**src/rtl/wsd_pkg.sv**
```systemverilog
// ----------------------------------------------------------------------------
// wsd_pkg: shared types and constants of the WebSocket frame deframer
// Holds the parse phase encoding, the frame action codes, the result record
// passed from the parser to the output stage, and the opcode decode.
// ----------------------------------------------------------------------------
package wsd_pkg;

    localparam int LENGTH_WIDTH_DEFAULT = 64;

    // Header bit positions and field masks.
    localparam int  FIN_BIT    = 7;
    localparam int  MASK_BIT   = 7;
    localparam logic [6:0] LEN_CODE_16 = 7'd126;
    localparam logic [6:0] LEN_CODE_64 = 7'd127;

    // Header byte counts that open and close the extended length fields.
    localparam logic [3:0] HDR_LAST_LEN16 = 4'd3;
    localparam logic [3:0] HDR_LAST_LEN64 = 4'd9;
    localparam logic [3:0] HDR_FIRST_EXT  = 4'd2;

    localparam logic [3:0] OP_CONT   = 4'h0;
    localparam logic [3:0] OP_TEXT   = 4'h1;
    localparam logic [3:0] OP_BINARY = 4'h2;
    localparam logic [3:0] OP_CLOSE  = 4'h8;
    localparam logic [3:0] OP_PING   = 4'h9;
    localparam logic [3:0] OP_PONG   = 4'ha;

    typedef enum logic [3:0] {
        PH_HDR0    = 4'd0,
        PH_HDR1    = 4'd1,
        PH_LEN16   = 4'd2,
        PH_LEN64   = 4'd3,
        PH_KEY0    = 4'd4,
        PH_KEY1    = 4'd5,
        PH_KEY2    = 4'd6,
        PH_KEY3    = 4'd7,
        PH_PAYLOAD = 4'd8
    } phase_t;

    typedef enum logic [2:0] {
        ACT_DELIVER = 3'd0,
        ACT_DROP    = 3'd1,
        ACT_CLOSE   = 3'd2,
        ACT_PONG    = 3'd3,
        ACT_PONG_SEEN = 3'd4,
        ACT_INVALID = 3'd5
    } action_t;

    typedef struct packed {
        logic       has_data;
        logic [7:0] payload_byte;
        logic       frame_end;
        logic [3:0] frame_opcode;
        logic       frame_fin;
        action_t    frame_action;
        logic       protocol_error;
    } result_t;

    function automatic action_t action_of(input logic [3:0] op);
        action_t act;
        case (op)
            OP_CONT, OP_TEXT: act = ACT_DELIVER;
            OP_BINARY:        act = ACT_DROP;
            OP_CLOSE:         act = ACT_CLOSE;
            OP_PING:          act = ACT_PONG;
            OP_PONG:          act = ACT_PONG_SEEN;
            default:          act = ACT_INVALID;
        endcase
        return act;
    endfunction

endpackage

```
**src/rtl/wsd_parser.sv**
```systemverilog
// ----------------------------------------------------------------------------
// wsd_parser: frame header parser and payload unmasker
// Keeps the per-frame header state, updates it on every accepted beat and
// forms at most one result per beat for the output stage.
// ----------------------------------------------------------------------------
module wsd_parser #(
    parameter int LENGTH_WIDTH = wsd_pkg::LENGTH_WIDTH_DEFAULT
) (
    input  logic             clk,
    input  logic             rst_n,
    input  logic             accept,
    input  logic [7:0]       data_byte,
    input  logic             packet_end,
    output logic             res_valid,
    output wsd_pkg::result_t res
);

    wsd_pkg::phase_t          phase_reg, phase_next;
    logic                     fin_reg, fin_next;
    logic [3:0]               opcode_reg, opcode_next;
    logic [3:0]               header_count_reg, header_count_next;
    logic [LENGTH_WIDTH-1:0]  payload_length_reg, payload_length_next;
    logic [31:0]              mask_key_reg, mask_key_next;
    logic [LENGTH_WIDTH-1:0]  received_count_reg, received_count_next;
    logic                     discarding_reg, discarding_next;

    logic [LENGTH_WIDTH-1:0]  count_inc;
    logic [LENGTH_WIDTH-1:0]  length_shifted;
    logic [7:0]               key_byte;
    logic [3:0]               header_inc;

    assign count_inc  = received_count_reg + LENGTH_WIDTH'(1);
    assign header_inc = header_count_reg + 4'd1;

    // A length that would overflow the counter width saturates to all ones.
    assign length_shifted = (payload_length_reg[LENGTH_WIDTH-1 -: 8] != 8'd0)
                          ? '1
                          : {payload_length_reg[LENGTH_WIDTH-9:0], data_byte};

    always_comb
    begin
        case (received_count_reg[1:0])
            2'd0:    key_byte = mask_key_reg[31:24];
            2'd1:    key_byte = mask_key_reg[23:16];
            2'd2:    key_byte = mask_key_reg[15:8];
            default: key_byte = mask_key_reg[7:0];
        endcase
    end

    always_comb
    begin
        phase_next          = phase_reg;
        fin_next            = fin_reg;
        opcode_next         = opcode_reg;
        header_count_next   = header_count_reg;
        payload_length_next = payload_length_reg;
        mask_key_next       = mask_key_reg;
        received_count_next = received_count_reg;
        discarding_next     = discarding_reg;

        res_valid          = 1'b0;
        res.has_data       = 1'b0;
        res.payload_byte   = 8'd0;
        res.frame_end      = 1'b0;
        res.frame_opcode   = opcode_reg;
        res.frame_fin      = fin_reg;
        res.frame_action   = wsd_pkg::ACT_DELIVER;
        res.protocol_error = 1'b0;

        if (!accept)
        begin
            // Hold state.
        end
        else if (discarding_reg)
        begin
            if (packet_end)
            begin
                discarding_next = 1'b0;
            end
        end
        else
        begin
            case (phase_reg)
                wsd_pkg::PH_HDR0:
                begin
                    fin_next          = data_byte[wsd_pkg::FIN_BIT];
                    opcode_next       = data_byte[3:0];
                    header_count_next = 4'd1;
                    phase_next        = wsd_pkg::PH_HDR1;
                end
                wsd_pkg::PH_HDR1:
                begin
                    if (!data_byte[wsd_pkg::MASK_BIT])
                    begin
                        // Client frames must be masked: flag it and skip the
                        // rest of the packet.
                        res_valid          = 1'b1;
                        res.protocol_error = 1'b1;
                        phase_next         = wsd_pkg::PH_HDR0;
                        fin_next           = 1'b0;
                        opcode_next        = 4'd0;
                        header_count_next  = 4'd0;
                        discarding_next    = !packet_end;
                    end
                    else
                    begin
                        payload_length_next = {{(LENGTH_WIDTH-7){1'b0}}, data_byte[6:0]};
                        if (data_byte[6:0] == wsd_pkg::LEN_CODE_16)
                            phase_next = wsd_pkg::PH_LEN16;
                        else if (data_byte[6:0] == wsd_pkg::LEN_CODE_64)
                            phase_next = wsd_pkg::PH_LEN64;
                        else
                            phase_next = wsd_pkg::PH_KEY0;
                        header_count_next = header_inc;
                    end
                end
                wsd_pkg::PH_LEN16, wsd_pkg::PH_LEN64:
                begin
                    if (header_count_reg == wsd_pkg::HDR_FIRST_EXT)
                        payload_length_next = {{(LENGTH_WIDTH-8){1'b0}}, data_byte};
                    else
                        payload_length_next = length_shifted;
                    if ((phase_reg == wsd_pkg::PH_LEN16
                            && header_count_reg >= wsd_pkg::HDR_LAST_LEN16)
                        || (phase_reg == wsd_pkg::PH_LEN64
                            && header_count_reg >= wsd_pkg::HDR_LAST_LEN64))
                        phase_next = wsd_pkg::PH_KEY0;
                    header_count_next = header_inc;
                end
                wsd_pkg::PH_KEY0:
                begin
                    mask_key_next     = {mask_key_reg[23:0], data_byte};
                    phase_next        = wsd_pkg::PH_KEY1;
                    header_count_next = header_inc;
                end
                wsd_pkg::PH_KEY1:
                begin
                    mask_key_next     = {mask_key_reg[23:0], data_byte};
                    phase_next        = wsd_pkg::PH_KEY2;
                    header_count_next = header_inc;
                end
                wsd_pkg::PH_KEY2:
                begin
                    mask_key_next     = {mask_key_reg[23:0], data_byte};
                    phase_next        = wsd_pkg::PH_KEY3;
                    header_count_next = header_inc;
                end
                wsd_pkg::PH_KEY3:
                begin
                    mask_key_next       = {mask_key_reg[23:0], data_byte};
                    header_count_next   = header_inc;
                    received_count_next = '0;
                    if (payload_length_reg != '0)
                    begin
                        phase_next = wsd_pkg::PH_PAYLOAD;
                    end
                    else
                    begin
                        // An empty frame completes on its last key byte.
                        res_valid          = 1'b1;
                        res.frame_end      = 1'b1;
                        res.frame_action   = wsd_pkg::action_of(opcode_reg);
                        phase_next         = wsd_pkg::PH_HDR0;
                        fin_next           = 1'b0;
                        opcode_next        = 4'd0;
                        header_count_next  = 4'd0;
                    end
                end
                wsd_pkg::PH_PAYLOAD:
                begin
                    res_valid           = 1'b1;
                    res.has_data        = 1'b1;
                    res.payload_byte    = data_byte ^ key_byte;
                    received_count_next = count_inc;
                    if (count_inc == payload_length_reg)
                    begin
                        res.frame_end     = 1'b1;
                        res.frame_action  = wsd_pkg::action_of(opcode_reg);
                        phase_next        = wsd_pkg::PH_HDR0;
                        fin_next          = 1'b0;
                        opcode_next       = 4'd0;
                        header_count_next = 4'd0;
                    end
                end
                default:
                begin
                    phase_next = wsd_pkg::PH_HDR0;
                end
            endcase
        end
    end

    always_ff @(posedge clk or negedge rst_n)
    begin
        if (!rst_n)
        begin
            phase_reg          <= wsd_pkg::PH_HDR0;
            fin_reg            <= 1'b0;
            opcode_reg         <= 4'd0;
            header_count_reg   <= 4'd0;
            payload_length_reg <= '0;
            mask_key_reg       <= 32'd0;
            received_count_reg <= '0;
            discarding_reg     <= 1'b0;
        end
        else
        begin
            phase_reg          <= phase_next;
            fin_reg            <= fin_next;
            opcode_reg         <= opcode_next;
            header_count_reg   <= header_count_next;
            payload_length_reg <= payload_length_next;
            mask_key_reg       <= mask_key_next;
            received_count_reg <= received_count_next;
            discarding_reg     <= discarding_next;
        end
    end

`ifndef SYNTHESIS
    a_error_alone: assert property (@(posedge clk) disable iff (!rst_n)
        (res_valid && res.protocol_error) |-> (!res.has_data && !res.frame_end))
        else $error("protocol error result carries data or frame end");

    a_end_restarts: assert property (@(posedge clk) disable iff (!rst_n)
        (res_valid && res.frame_end) |=> (phase_reg == wsd_pkg::PH_HDR0))
        else $error("parser did not return to header after frame end");

    a_unmasked_discards: assert property (@(posedge clk) disable iff (!rst_n)
        (accept && !discarding_reg && phase_reg == wsd_pkg::PH_HDR1
            && !data_byte[wsd_pkg::MASK_BIT] && !packet_end) |=> discarding_reg)
        else $error("unmasked frame did not start discarding");

    a_discard_quiet: assert property (@(posedge clk) disable iff (!rst_n)
        discarding_reg |-> !res_valid)
        else $error("result produced while discarding");

    a_packet_end_stops: assert property (@(posedge clk) disable iff (!rst_n)
        (accept && discarding_reg && packet_end) |=> !discarding_reg)
        else $error("discarding did not end at packet end");
`endif

endmodule

```
**src/rtl/wsd_out_stage.sv**
```systemverilog
// ----------------------------------------------------------------------------
// wsd_out_stage: result register
// Holds one finished result until the downstream side takes it, and lets a
// new beat in whenever the register is empty or being emptied.
// ----------------------------------------------------------------------------
module wsd_out_stage (
    input  logic             clk,
    input  logic             rst_n,
    input  logic             in_valid,
    output logic             in_ready,
    output logic             accept,
    input  logic             res_valid,
    input  wsd_pkg::result_t res,
    output logic             out_valid,
    input  logic             out_ready,
    output wsd_pkg::result_t out_res
);

    logic             valid_reg, valid_next;
    wsd_pkg::result_t res_reg;

    assign in_ready = !valid_reg || out_ready;
    assign accept   = in_valid && in_ready;

    always_comb
    begin
        if (accept)
            valid_next = res_valid;
        else if (out_ready)
            valid_next = 1'b0;
        else
            valid_next = valid_reg;
    end

    always_ff @(posedge clk or negedge rst_n)
    begin
        if (!rst_n)
        begin
            valid_reg <= 1'b0;
        end
        else
        begin
            valid_reg <= valid_next;
        end
    end

    always_ff @(posedge clk)
    begin
        if (accept && res_valid)
        begin
            res_reg <= res;
        end
    end

    assign out_valid = valid_reg;
    assign out_res   = res_reg;

endmodule

```
**src/rtl/websocket_frame_deframer_unit.sv**
```systemverilog
// ----------------------------------------------------------------------------
// websocket_frame_deframer_unit: WebSocket client frame deframer
// Parses client frame headers from a byte stream and emits unmasked payload.
// ----------------------------------------------------------------------------
// The block takes one stream byte per beat and can accept a beat in every
// clock cycle unless stalled; each byte passes through the header parser, and
// its result is captured in a single result register and appears on the output
// the cycle after its byte is accepted. Header, length and mask-key bytes
// give no result. Each payload byte gives one result with the unmasked byte;
// the last one also carries frame_end and the opcode's action. An empty frame
// ends with a data-less result on its last mask-key byte. A frame without the
// mask bit gives one protocol_error result, and the rest of its packet (up to
// the byte with packet_end set) is dropped. Lengths above LENGTH_WIDTH bits
// saturate. Input is stalled only while a result waits for out_ready.
// ----------------------------------------------------------------------------
module websocket_frame_deframer_unit #(
    parameter int LENGTH_WIDTH = wsd_pkg::LENGTH_WIDTH_DEFAULT
) (
    input  logic       clk,
    input  logic       rst_n,
    input  logic       in_valid,
    output logic       in_ready,
    input  logic [7:0] data_byte,
    input  logic       packet_end,
    output logic       out_valid,
    input  logic       out_ready,
    output logic       has_data,
    output logic [7:0] payload_byte,
    output logic       frame_end,
    output logic [3:0] frame_opcode,
    output logic       frame_fin,
    output logic [2:0] frame_action,
    output logic       protocol_error
);

    logic             accept;
    logic             res_valid;
    wsd_pkg::result_t res;
    wsd_pkg::result_t out_res;

    wsd_parser #(
        .LENGTH_WIDTH(LENGTH_WIDTH)
    ) u_parser (
        .clk       (clk),
        .rst_n     (rst_n),
        .accept    (accept),
        .data_byte (data_byte),
        .packet_end(packet_end),
        .res_valid (res_valid),
        .res       (res)
    );

    wsd_out_stage u_out_stage (
        .clk      (clk),
        .rst_n    (rst_n),
        .in_valid (in_valid),
        .in_ready (in_ready),
        .accept   (accept),
        .res_valid(res_valid),
        .res      (res),
        .out_valid(out_valid),
        .out_ready(out_ready),
        .out_res  (out_res)
    );

    assign has_data       = out_res.has_data;
    assign payload_byte   = out_res.payload_byte;
    assign frame_end      = out_res.frame_end;
    assign frame_opcode   = out_res.frame_opcode;
    assign frame_fin      = out_res.frame_fin;
    assign frame_action   = out_res.frame_action;
    assign protocol_error = out_res.protocol_error;

endmodule
```
**config.mk**
```make
export PLATFORM = sky130hd
export DESIGN_NAME = websocket_frame_deframer_unit
export DESIGN_NICKNAME = d
export VERILOG_FILES = /design/src/rtl/wsd_pkg.sv /design/src/rtl/wsd_parser.sv /design/src/rtl/wsd_out_stage.sv /design/src/rtl/websocket_frame_deframer_unit.sv
export SDC_FILE = /design/constraint.sdc
export NUM_CORES = 1
export LEC_CHECK = 0
export ABC_AREA = 1
export BUFFER_PORTS_ARGS = -buffer_cell sky130_fd_sc_hd__buf_4
export CAP_MARGIN = 20
export CORE_AREA = 2 2 225 171
export CTS_CLUSTER_SIZE = 20
export DETAILED_ROUTE_END_ITERATION = 10
export DIE_AREA = 0 0 227 173
export GPL_ROUTABILITY_DRIVEN = 0
export PLACE_DENSITY_LB_ADDON = 0.25
export RECOVER_POWER = 100
export SKIP_CTS_REPAIR_TIMING = 1
export SLEW_MARGIN = 10
export SYNTH_ARGS = -nofsm -noshare
export SYNTH_HDL_FRONTEND = slang
export SYNTH_SLANG_ARGS = --single-unit
```
**constraint.sdc**
```tcl
create_clock -name clk -period 3.1 [get_ports clk]
set_clock_uncertainty 0.2 [all_clocks]
set_input_delay 0.31 -clock clk [delete_from_list [all_inputs] [get_ports clk]]
set_output_delay 0.31 -clock clk [all_outputs]
set_load 0.005 [all_outputs]
```
==> metrics.cfg <==
[timing]
max_freq_mhz = 320
timing.final.crit_share = 1.01
finalSetupViolations = 4
drv_slew = 74
holdWs_ns = -0.0306
fin_ws_ns = -0.0219
hold_violations = 1
tightest_slew_ns = 2.04
fin_crit_ns = 3.12
grt_setup_unrepaired = true
relSlewSlack = -0.360

[route]
ant_nets = 0
drtIter0Drc = 1210
routed_wirelength_um = 39000
drc = 0
wl_per_cell_um = 17.3
vias_per_cell = 5.05
dr.pass1.iters = 6
vias = 11412

[pwr]
swShare = 0.499
p_clk_frac = 0.150
comb_power_share = 0.527
intPower_w = 0.00772
p_sw_w = 0.00767
p_leak_nw = 6.51
peakVddDrop_mv = 1.06
power.density_nw_per_um2 = 1110
seq_power_share = 0.323
total_power_w = 0.0154

[logic_synthesis]
synth_fp_nets = 1666
seq_area_frac_synth = 0.422
synth_warnings = 0
syn-mean-instance-area_um2 = 7.13
synth.top_cell.area_share = 0.374
synth.area.top_cells = dfrtp_1 (37%), nand2_1 (15%), nor2_1 (6.8%), inv_1 (6.6%), nand3_1 (5.9%)
syn_inst = 1645
synth_ff_type = dfrtp_1
synth_common_cells = nand2_1 (460), nor2_1 (213), inv_1 (205)
yosys_register_bits = 194
async_flop_share = 0.902
yosysMostFrequentCell = nand2_1
yosysTopAreaCell = dfrtp_1
netlist_area_um2 = 11700
synth_edf_count = 19
synth_cell_types = 42

[placed_design]
io_buffer_count = 33
dp_hpwl_um = 28800
dp_slack_ns = -0.343

[global_route]
grt_max_degree = 74
grt_pass1_vias = 10570
grt_use_total = 0.201
grt-ovfl-total = 0
grt_antenna_before_repair = 0
grt_pass1_wl_um = 60500

[cells_and_area]
diodes = 0
area_delta_synth_final_pct = 18.7
nFillCells = 3884
drive_above_1_share = 0.134
fin_nets = 1763

[clock_tree]
path_clk_slew_ns = 0.08
clkSinkCount = 194
clock_path_buffers = 2
tritoncts = done
htreeDepth = 4
cts_root_buf = clkbuf_16
clock_latency_ns = 0.47
cts_buffers = 17

[job]
cap_viol_max_count = 1

[floorplanning]
core_um2 = 36900
boundaryPins = 34
dieArea_um2 = 39300
num_rows = 61
initial_core_util = 0.317
dieHeight_um = 173
fp.dieW_um = 227

[critical_path]
path_class = register to register
crit_fanout = 6
end_kind = register
cp.arrival_ns = 3.24
worstPathRequired_ns = 3.22
start_kind = register

[min_path]
min_path_type = input pin to register

[outcome]
violations = negative hold slack, max-capacitance violations, max-slew violations, negative setup slack
outcome = finished with violations

-- stage by stage --
stage | TNS (ns) | util | hold WS (ns) | std cells | area, um2
floorplan | 0 | - | -0.186 | 1645 | 11700
global placement | -3.96 | 0.350 | 0.193 | 2195 | 12900
detailed placement | -5.15 | 0.350 | 0.181 | 2195 | 12900
CTS | -5.55 | 0.366 | -0.322 | 2227 | 13500
global route | -10.37 | 0.377 | 0.0148 | 2259 | 13900
finish | -0.0605 | 0.377 | -0.0306 | 2259 | 13900
-- critical path, cell delays in order, from the launching register on --
cell and delay [ns]:
dfrtp_1 0.38, ha_2 0.22, nand2_4 0.06, nor2_4 0.20, nand2_4 0.11, nor2_4 0.19
buf_12 0.14, clkbuf_16 0.14, nand4_1 0.15, nand2_1 0.12, nand2_1 0.05, nand2_1 0.09
nand2_2 0.08, nor2_1 0.10, nand2_1 0.10, nor2_4 0.15, nand4_1 0.20, buf_4 0.20
a21oi_2 0.10
-- layer usage --
metal	up-vias	global-route usage	wire length [um]
met5	-	0	0
met4	0	0.0428	357
met3	21	0.0515	3380
met2	395	0.264	15200
met1	5436	0.321	20000
li1	5560	-	-
-- power by group through the flow --
stage	Sequential [W]	Clock, W	Combinational (W)
after floorplan	0.00444	0	0.00564
after global placement	0.00494	0	0.00800
after detailed placement	0.00493	0	0.00802
final	0.00497	0.00231	0.00811
after global routing	0.00507	0.00246	0.00893
after CTS	0.00490	0.00236	0.00805
-- area by class of cell --
cell class	count	area, um2	share of cell area
inverters	216	811	0.0583
multi-input cells	1193	5940	0.427
clock inverters	15	183	0.0131
flip-flops and latches	194	4950	0.356
repair buffers	120	976	0.0701
well taps	504	631	0.0453
clock buffers	17	425	0.0306
-- path summary, 6_finish.rpt --
path	cells after the start	slack [ns]	to	from
worst max-delay path	18	-0.02	u_out_stage.out_res[3]	u_parser.received_count_reg[1]
worst min-delay path	4	-0.03	u_parser.discarding_reg	in_valid
worst max register to register	18	-0.02	u_out_stage.out_res[3]	u_parser.received_count_reg[1]
worst min register to register	0	0.26	u_out_stage.out_res[4]	u_parser.fin_reg
max in group asynchronous	3	0.34	u_parser.mask_key_reg[15]	rst_n
min in group asynchronous	2	0.73	u_parser.payload_length_reg[55]	rst_n
-- cell families (layout without fill, tap and decap cells) --
group,Yosys count,after routing,synth area share
XOR/XNOR,27,27,0.0301
AO/OA/AOI/OAI,239,239,0.115
adder cells (fa/ha/maj),8,8,0.00854
flip-flops,194,194,0.422
AND/OR/NAND/NOR,919,919,0.340
buffers and inverters,258,368,0.0846
-- placed cells by master (no fill, tap or decap), types with 3 or more instances in the layout --
cell and instances:
a21oi_1 22, a31oi_1 3, buf_12 4, buf_4 67
clkbuf_1 4, clkbuf_16 18, clkbuf_2 4, clkbuf_4 26
clkinv_8 5, dfrtp_1 173, dlygate4sd3_1 11, edfxtp_1 19
ha_1 7, inv_1 204, inv_2 11, inv_6 5
inv_8 3, nand2_1 446, nand2_2 25, nand2_4 5
nand3_1 137, nand3_2 4, nand3b_1 3, nand4_1 30
nor2_1 201, nor2_2 23, nor2_4 20, nor3_1 8
nor4_1 10, o21ai_0 99, o21ai_1 6, o22ai_1 102
xnor3_1 3, xor2_1 17, xor3_1 4
No activity file was read; power rests on OpenSTA's default activity.
